===== src/sv/tsw_pkg.sv =====
`timescale 1ns / 1ps
`default_nettype none
package tsw_pkg;

  localparam int MAX_PAYLOAD = 1452;
  localparam int QUEUE_DEPTH = 64;
  localparam int MAX_SEGS    = 63;
  localparam int QA_W        = $clog2(QUEUE_DEPTH);
  localparam int QC_W        = $clog2(QUEUE_DEPTH + 1);
  localparam int QS_W        = QA_W + 1;
  localparam int NSEG_W      = 6;

  localparam logic [2:0] OP_WRITE = 3'd0;
  localparam logic [2:0] OP_END   = 3'd1;
  localparam logic [2:0] OP_FILL  = 3'd2;
  localparam logic [2:0] OP_ACK   = 3'd3;
  localparam logic [2:0] OP_TICK  = 3'd4;
  localparam logic [2:0] OP_EMPTY = 3'd5;

  localparam logic [1:0] REG_ISN     = 2'd0;
  localparam logic [1:0] REG_TIMEOUT = 2'd1;
  localparam logic [1:0] REG_CAP     = 2'd2;

  typedef enum logic [2:0] {
    CMD_WRITE, CMD_END, CMD_FILL, CMD_ACK, CMD_TICK, CMD_EMPTY, CMD_NOP
  } cmd_kind_t;

  typedef struct packed {
    cmd_kind_t   kind;
    logic [15:0] byte_count;
    logic [31:0] ack_off;
    logic [15:0] window;
    logic [15:0] elapsed_ms;
  } cmd_t;

  typedef struct packed {
    logic [31:0] initial_seqno;
    logic [15:0] initial_timeout_ms;
    logic [15:0] stream_capacity;
  } cfg_t;

  typedef struct packed {
    logic [31:0] seq;
    logic [15:0] len;
    logic        syn;
    logic        fin;
  } qent_t;

  typedef struct packed {
    logic        kind;
    logic [31:0] seg_seqno;
    logic [15:0] payload_len;
    logic        syn_flag;
    logic        fin_flag;
    logic        is_retransmit;
    logic        ack_valid;
    logic [15:0] accepted_bytes;
    logic [15:0] in_flight;
    logic [7:0]  retx_count;
    logic        last;
  } out_item_t;

  typedef enum logic [3:0] {
    ST_IDLE, ST_DISPATCH, ST_FILL, ST_SEG_OUT, ST_ACK_A, ST_ACK_B, ST_RET_RD,
    ST_RET_CHK, ST_ACK_POST, ST_TICK_A, ST_TICK_B, ST_STATUS
  } bk_state_t;

endpackage
`default_nettype wire


===== src/sv/tsw_if.sv =====
`timescale 1ns / 1ps
`default_nettype none
interface tsw_in_if;
  logic        valid;
  logic        ready;
  logic [2:0]  op;
  logic [15:0] byte_count;
  logic [31:0] ack_seqno;
  logic [15:0] window;
  logic [15:0] elapsed_ms;
  modport source (output valid, op, byte_count, ack_seqno, window, elapsed_ms,
                  input ready);
  modport sink (input valid, op, byte_count, ack_seqno, window, elapsed_ms,
                output ready);
endinterface

`default_nettype wire


===== src/sv/tsw_front.sv =====
`timescale 1ns / 1ps
`default_nettype none
module tsw_front (
  input  wire logic          clk,
  input  wire logic          rst_n,
  input  wire tsw_pkg::cfg_t cfg,
  tsw_in_if.sink             in_ch,
  output logic               cmd_valid,
  output tsw_pkg::cmd_t      cmd,
  input  wire logic          cmd_ready
);
  import tsw_pkg::*;

  cmd_t       fifo_r [2];
  logic       wptr_r, wptr_nxt, rptr_r, rptr_nxt;
  logic [1:0] cnt_r, cnt_nxt;
  cmd_t       dec;
  logic       push, pop;

  always_comb begin
    dec.byte_count = in_ch.byte_count;
    dec.ack_off    = in_ch.ack_seqno - cfg.initial_seqno;
    dec.window     = in_ch.window;
    dec.elapsed_ms = in_ch.elapsed_ms;
    unique case (in_ch.op)
      OP_WRITE: dec.kind = CMD_WRITE;
      OP_END:   dec.kind = CMD_END;
      OP_FILL:  dec.kind = CMD_FILL;
      OP_ACK:   dec.kind = CMD_ACK;
      OP_TICK:  dec.kind = CMD_TICK;
      OP_EMPTY: dec.kind = CMD_EMPTY;
      default:  dec.kind = CMD_NOP;
    endcase
  end

  assign in_ch.ready = (cnt_r != 2'd2);
  assign push        = in_ch.valid && in_ch.ready;
  assign cmd_valid   = (cnt_r != 2'd0);
  assign cmd         = fifo_r[rptr_r];
  assign pop         = cmd_valid && cmd_ready;

  always_comb begin
    wptr_nxt = push ? ~wptr_r : wptr_r;
    rptr_nxt = pop ? ~rptr_r : rptr_r;
    cnt_nxt  = cnt_r + {1'b0, push} - {1'b0, pop};
  end

  always_ff @(posedge clk) begin
    if (!rst_n) begin
      wptr_r <= 1'b0;
      rptr_r <= 1'b0;
      cnt_r  <= 2'd0;
    end else begin
      wptr_r <= wptr_nxt;
      rptr_r <= rptr_nxt;
      cnt_r  <= cnt_nxt;
    end
  end

  always_ff @(posedge clk) begin
    if (push) begin
      fifo_r[wptr_r] <= dec;
    end
  end
endmodule
`default_nettype wire


===== src/flat_wrapper.sv =====
// flat-port wrapper written by rule: the top's interface ports become plain ports
module tsw_front_flat import tsw_pkg::*;
  (clk, rst_n, cfg, cmd_valid, cmd, cmd_ready, in_ch_valid, in_ch_op, in_ch_byte_count, in_ch_ack_seqno, in_ch_window, in_ch_elapsed_ms, in_ch_ready);
  tsw_in_if in_ch_i ();
  input  wire logic clk;
  input  wire logic rst_n;
  input  wire tsw_pkg::cfg_t cfg;
  output logic cmd_valid;
  output tsw_pkg::cmd_t cmd;
  input  wire logic cmd_ready;
  input wire logic [$bits(in_ch_i.valid)-1:0] in_ch_valid;
  input wire logic [$bits(in_ch_i.op)-1:0] in_ch_op;
  input wire logic [$bits(in_ch_i.byte_count)-1:0] in_ch_byte_count;
  input wire logic [$bits(in_ch_i.ack_seqno)-1:0] in_ch_ack_seqno;
  input wire logic [$bits(in_ch_i.window)-1:0] in_ch_window;
  input wire logic [$bits(in_ch_i.elapsed_ms)-1:0] in_ch_elapsed_ms;
  output wire logic [$bits(in_ch_i.ready)-1:0] in_ch_ready;
  assign in_ch_i.valid = in_ch_valid;
  assign in_ch_i.op = in_ch_op;
  assign in_ch_i.byte_count = in_ch_byte_count;
  assign in_ch_i.ack_seqno = in_ch_ack_seqno;
  assign in_ch_i.window = in_ch_window;
  assign in_ch_i.elapsed_ms = in_ch_elapsed_ms;
  assign in_ch_ready = in_ch_i.ready;
  tsw_front u_core (.clk(clk), .rst_n(rst_n), .cfg(cfg), .in_ch(in_ch_i), .cmd_valid(cmd_valid), .cmd(cmd), .cmd_ready(cmd_ready));
endmodule

===== config.mk =====
export PLATFORM = sky130hd
export DESIGN_NAME = tsw_front_flat
export DESIGN_NICKNAME = d
export VERILOG_FILES = /design/src/sv/tsw_pkg.sv /design/src/sv/tsw_if.sv /design/src/sv/tsw_front.sv /design/src/flat_wrapper.sv
export SDC_FILE = /design/constraint.sdc
export NUM_CORES = 1
export LEC_CHECK = 0
export ABC_AREA = 1
export BUFFER_PORTS_ARGS = -buffer_cell sky130_fd_sc_hd__buf_2
export CORE_ASPECT_RATIO = 0.7
export CORE_UTILIZATION = 55
export CTS_CLUSTER_DIAMETER = 120
export DETAILED_ROUTE_END_ITERATION = 12
export HOLD_SLACK_MARGIN = 0.08
export PLACE_DENSITY = 0.92
export SKIP_LAST_GASP = 1
export SYNTH_ARGS = -nofsm -noshare
export SYNTH_HDL_FRONTEND = slang
export SYNTH_SLANG_ARGS = --single-unit

===== constraint.sdc =====
create_clock -name clk -period 8.5 [get_ports clk]
set_clock_uncertainty 0.1 [all_clocks]
set_input_delay 1.7 -clock clk [delete_from_list [all_inputs] [get_ports clk]]
set_output_delay 1.7 -clock clk [all_outputs]
set_load 0.005 [all_outputs]

# Word level (Yosys, flattened, before mapping)
# Memories as Yosys holds them, arrays and structs flattened. A register that Yosys moved wholly into a read port is not among the register bits.
# Cells that the tools add are included.
# word_totals
ram_bits	166
n_memories	1
romBits	0
latchBits	0
in_bits	151
output_inout_bits	85
ff_bits	4
# mem_list
name	words	word_bits	rd	rd_clocked_by_memory_dff	write_ports	line_no	text
u_core.fifo_r	2	83	1	1	1	tsw_front.sv:14	cmd_t fifo_r [2];
# classes
reduce_logical	4
n_addsub	3
multipliers	0
n_lt_le_gt_ge	0
n_eq_ne	6
bitwise_logic	2
shift	0
n_div	0
n_mux	5
# ops
op	count
subtractor 32 bit	1
case mux 3 bit (6 select lines)	1
== test 3 x 2 -> 1 bit (second input constant)	2
== test 3 bit (second input constant)	2
two-way mux 1 bit	4
== test 3 x 1 -> 1 bit (second input constant)	1
zero test 3 bit	1
adder 2 x 1 -> 2 bit	1
logical AND 1 bit	2
!= test 2 bit (second input constant)	1
inverter 1 bit	2
nonzero test 2 bit	1
subtractor 2 x 1 -> 2 bit	1

# Longest topological paths before layout
# Gate-level depths: netlist of the first run.
# logic_depth
ltp_word	4
ltp_mapped	13

# Worst setup path after synthesis of the first run
# No wires, ideal clock.
# synth_timing
path_kind	input -> register
from	input in_ch_valid
to	memory u_core.fifo_r[1][0] in the netlist's numbering (enable)
path_stages	2
slack_ns	2.605
path_buffers	0
arrival_time_ns	5.268
path_cell_list	nand2_1 > nor2_1
# synth_between
elab_chain_len	3
# synth_rtl
element	line_no	text
start, declared	flat_wrapper.sv:11	input wire logic [$bits(in_ch_i.valid)-1:0] in_ch_valid;
logical AND 1 bit	tsw_front.sv:37	assign push = in_ch.valid && in_ch.ready;
two-way mux 1 bit	tsw_front.sv:61	if (push) begin
two-way mux 1 bit (not written as such)	tsw_front.sv:62	fifo_r[wptr_r] <= dec;
end, declared	tsw_front.sv:14	
# No other way between the ends.

==> results of run 1 <==
## sequential cells by signal, indices dropped and copies added, names as in the netlist, named ones only
signal / count
u_core.fifo_r: 166
u_core.wptr_r: 1
u_core.rptr_r: 1
u_core.cnt_r: 2
## logic make-up after synthesis
group / count (synthesis) / share of synthesized area, %
adders and majority gates: 34 / 4.97
AOI/OAI and AO/OA: 33 / 2.13
buffers and inverters: 168 / 7.46
DFF: 171 / 58.4
muxes: 83 / 10.7
and+or+nand+nor: 319 / 14.7
xor gates and xnor gates: 16 / 1.61
## layout make-up
class                      instances  area [um^2]
clock inverter                    15          204
sequential                       171         5090
tap                              200          250
clock buffer                      17          425
fill                            1138         4930
inverter                         156          586
multi-input combinational        485         2980
timing repair buffer             205         1030
## final timing paths
path / from / endpoint / cells after the start / slack, ns
worst max register to register: u_core.cnt_r[0] / u_core.fifo_r[1][67] / 5 / 5.91
worst min register to register: u_core.rptr_r / register / 1 / 0.37
worst min-delay path: u_core.rptr_r / register / 1 / 0.37
worst max-delay path: register / cmd[31] / 2 / 4.58
## worst max-delay path, cell delays in order, from the launching register on
cell,delay (ns)
dfxtp_4,1.01
mux2_2,0.43
buf_2,0.14
## cells in the final DEF, fill, tap and decap left out, drive strengths merged
cell	n
mux2	83
edfxtp	166
a21boi	1
ha	33
clkinv	2
buf	205
fa	1
xnor2	2
and2	1
nand3	26
nand2	242
clkinvlp	2
a21oi	25
o21ai	3
o21bai	3
dfxtp	5
xor2	14
nor2	43
nor3	2
inv	164
clkbuf	17
nand4	5
a21o	1
bufinv	3
## metal layers
| layer | wire (um) | part of all wire [%] |
|---|---|---|
| met5 | 0 | 0 |
| met4 | 185 | 1.0 |
| met2 | 8430 | 47 |
| met1 | 7790 | 44 |
| met3 | 1440 | 8.1 |
## power by group
group	switching [mW]	internal, mW
Combinational	0.310	0.287
Sequential	0.0710	1.08
Clock	0.332	0.476
Total	0.713	1.85
## through the flow
stage	hold slack, ns	setup WS (ns)	cells	util [%]	cell area, um^2
final	0.365	4.58	1249	68.2	10600
after global placement	0.322	4.58	1217	64.1	9940
after global routing	0.396	4.47	1249	68.2	10600
after floorplan	0.325	2.61	824	-	8700
after detailed placement	0.337	4.55	1217	64.1	9940
after CTS	0.370	4.56	1249	68.2	10600
==> run metrics, run 1 <==
Syn Area/Cell 10.6 um^2; relative slew slack 25.6%; crit path DAT 2.12 ns; Max Fclk 0.255 GHz; post-CTS setup buffers 0; root buffer cell clkbuf_16; Core Box Area 15500 um^2; clk sinks between 150 and 200; status finished with violations; GP Congestion roughly 0.92; GR Util met3 5.01%; endpoints failing hold 0; clock buffer depth 2; Final Setup Violations 0; GR peak layer met2; Post-synth ARST share 0%; drt pass-1 iters 9; Initial Util 56.1%; clk slew on worst S/H paths about 0.060 ns; CTS Hold Buffers Added 0; Cell Pwr Density 242 nW/um^2; Vias/cell 4.94; Max-Cap Viols 0; Startpoint Class register; I/O pin cnt 236; ranking of synthesized cells by area edfxtp_1 (57%), mux2_2 (11%), nand2_1 (10%); die width 152 um; Synth top cells by count nand2_1 (236), edfxtp_1 (166), inv_1 (155); Clk Latency, worst-skew pair 0.40 ns; TritonCTS Buffers 17; peak supply drop 0.131 mV; global-route track usage on met1 29.7%; RSZ-0062 raised after global routing false; vias in the first global route 5749; Main synth FF type edfxtp_1; FF+latch count, synth 171; pin count of the biggest net entering global routing 84; Residual DRC 20; final worst path period share 46.1%; setup TNS 0 ns; Crit. End Element output port; CTS tree built; Synthesis Warnings 0; Antenna Cells 0; die height between 100 and 150 um; Leakage ~5.0 nW; critical path type register to output port; Post-CTS Resized 0; via count 6164; Pwr Total 2.56 mW; Cells after Synth about 820; aggregate global-route resource usage 22.5%; type of the tightest min-delay check register to register; H-Tree Depth 4; total grt overflow 0; failing checks design-rule violations; post-synth top area share 57.3%; port bufs 203; Post-Syn Area 8700 um^2; DRT Wirelength 17800 um; initial drt markers 423; antenna violations before repair 0; Layout Nets 1221; Worst-Margin Slew 1.12 ns; layout cell share with drive strength beyond 1 about a third; DIE AREA between 15000 and 20000 um^2; minimum clock period 3.92 ns; Post-synth EDFFs 166; syn_nets 1009; Max FO, Critical Path 83; hpwl dp 13200 um; Final ANT Viol Nets 0; Req. time, crit path 6.70 ns; first-pass GRT wire length 28400 um; FP Rows 38; largest area contributor in the netlist edfxtp_1; post-synthesis sequential area ratio 58.4%; Netlist cell types 28; top-count cell post-synth nand2_1; met2 usage 38.0%; post-DR wirelength/cell ~14 um; Max Slew Vio Count 0; area growth from synthesis to layout 21.4%
Note: power is estimated with default switching activity, not from simulation.
==> run 2: changes to the inputs <==
Settings changed: CORE_UTILIZATION 55 to 48, PLACE_DENSITY 0.92 to 0.86.
Clock period 8.5 ns to 3.5 ns, I/O delays scaled along.
==> run metrics, run 2 (synthesized netlist as in run 1, its figures left out) <==
status finished clean; final worst path period share 79.4%; relative slew slack 60.0% (+34 points); WP depth 3 (+1); Startpoint Class register; commonest non-fill, non-tap cells in the layout nand2_1 (236), buf_2 (203), edfxtp_1 (166); RR Endpoint u_core.fifo_r[1][64]; CTS tree built; Fin Hold WS 0.352 ns (-0.0130 ns); Layout Nets 1225 (+0.33%); via count 6160 (-0.065%); GP Congestion 0.955 (+3.4%); aggregate global-route resource usage 20.8% (-1.7 points); crit path DAT 1.98 ns (-0.14 ns); clock buffer depth 2 (unchanged); Max-Cap Viols 0 (unchanged); port bufs 203 (unchanged); Max Fclk 0.360 GHz; minimum clock period 2.78 ns; layout cell share with drive strength beyond 1 32.2% (+0.16 points); switching share of power 26.9% (-0.94 points); endpoints failing hold 0 (unchanged); largest register by flop count u_core.fifo_r; Clk Latency, worst-skew pair 0.42 ns (+0.02 ns); clk sinks 171 (unchanged); I/O pin cnt 236 (unchanged); Initial Util 49.8% (-6.3 points); type of the tightest min-delay check register to register; FF-to-FF Start u_core.cnt_r[0]; CTS Hold Buffers Added 0 (unchanged); die width 163 um (+7.0%); # fillers 1432 (+26%); post-DR wirelength/cell 14.6 um (+2.4%); Final ANT Viol Nets 0 (unchanged); clk slew on worst S/H paths 0.06 ns (about the same); Post-CTS Resized 0 (unchanged); Antenna Cells 0 (unchanged); Vias/cell 4.80 (-2.8%); Residual DRC 0 (-100%); max incr delay on CP 0.68 ns (-0.33 ns); die height 115 um (+6.9%); biggest regs u_core.fifo_r x166, u_core.cnt_r x2; worst setup path endpoint cmd[15]; Max FO, Critical Path 38 (-54%); FP Rows 40 (+5.3%); part of the power in combinational logic 24.4% (+1.1 points); initial drt markers 416 (-1.7%); Max Slew Vio Count 0 (unchanged); most common cell after layout, fill and taps aside nand2_1; Buf/Inv on CP 2 (+1); Core Box Area 17500 um^2 (+13%); slowest stage cell, crit path dfxtp_4; pin count of the biggest net entering global routing 46 (-45%); vias in the first global route 5919 (+3.0%); Clock power frac 32.0% (+0.4 points); H-Tree Depth 4 (unchanged); first-pass GRT wire length 29500 um (+3.8%); total grt overflow 0 (unchanged); dpl ws 0.800 ns (-3.75 ns); critical path type register to output port; post-CTS setup buffers 0 (unchanged); Setup WS post-layout 0.723 ns (-3.86 ns); reg2reg path depth 5 (unchanged); peak supply drop 0.376 mV (+190%); drt pass-1 iters 5 (-4); Req. time, crit path 2.70 ns (-4.00 ns); internal power 4.61 mW (+150%); Top delay family on crit path flip-flops; DIE AREA 18700 um^2 (+14%); TritonCTS Buffers 17 (unchanged); Pwr Total 6.31 mW (+150%); Leakage 5.04 nW (+0.55%); RSZ-0062 raised after global routing false; root buffer cell clkbuf_16; Sequential Power Share 43.6% (-1.5 points); Worst-Margin Slew 0.601 ns (-0.515 ns); Final Setup Violations 0 (unchanged); Sw Pwr 1.70 mW (+140%); hpwl dp 14200 um (+7.5%); FF-to-FF setup slack 1.79 ns (-4.12 ns); max reg flops 166 (unchanged); antenna violations before repair 0 (unchanged); CP Cell Sequence buf_4 -> mux2_2 -> buf_2; area growth from synthesis to layout 22.6%; Hold Startpoint u_core.rptr_r; DRT Wirelength 18800 um (+5.3%); Cell Pwr Density 592 nW/um^2 (+140%); Crit. End Element output port
## run 2: changes by cell type in the layout (fill, tap and decap cells not counted), sizes merged
cell | previous run | this run
inv | 164 | 159
buf | 205 | 209
bufinv | 3 | 5
clkinv | 2 | 4
clkinvlp | 2 | 3
## run 2: worst min-delay path by stage
stage / depth (start not counted) / to / slack (ns)
2_1_floorplan: 1 / register / 0.33
3_3_place_gp: 1 / register / 0.32
3_5_place_dp: 1 / register / 0.33
4_1_cts: 1 / register / 0.35
5_1_grt: 1 / u_core.fifo_r[0][67] / 0.35
6_report: 1 / register / 0.35
## run 2: final cells by class
| cell class | count | area [um^2] | share of cell area, % |
|---|---|---|---|
| flip-flops and latches | 171 | 5090 | 47.7 |
| repair buffers | 209 | 1070 | 10.1 |
| clock inverters | 15 | 220 | 2.06 |
| clock buffers | 17 | 425 | 3.99 |
| multi-input cells | 485 | 2980 | 28.0 |
| inverters | 156 | 586 | 5.49 |
| well taps | 231 | 289 | 2.71 |
## run 2: power groups by stage
stage,sequential (mW),combinational (mW),clock (mW)
detailed placement,2.79,1.54,0
global placement,2.77,1.51,0
floorplan,2.73,0.966,0
finish,2.75,1.54,2.02
global route,2.78,1.70,2.13
CTS,2.75,1.56,2.05
## run 2: stage by stage
| step | setup TNS [ns] | utilization (%) | std cells | area [um^2] |
|---|---|---|---|---|
| 6_report | 0 | 61.1 | 1284 | 10700 |
| 5_1_grt | 0 | 61.1 | 1284 | 10700 |
| 4_1_cts | 0 | 61.1 | 1284 | 10700 |
| 3_5_place_dp | 0 | 57.4 | 1252 | 10000 |
| 3_3_place_gp | 0 | 57.4 | 1252 | 10000 |
| 2_1_floorplan | -0.184 | - | 824 | 8710 |
## run 2: per-layer routing
| layer | part of all wire [%] | vias to the layer above | global-route usage (%) |
|---|---|---|---|
| li1 | - | 3128 | - |
| met1 | 45 | 2795 | 27.1 |
| met2 | 46 | 218 | 34.6 |
| met3 | 7.4 | 19 | 4.85 |
| met4 | 1.5 | 0 | 6.54 |
| met5 | 0 | - | 0 |
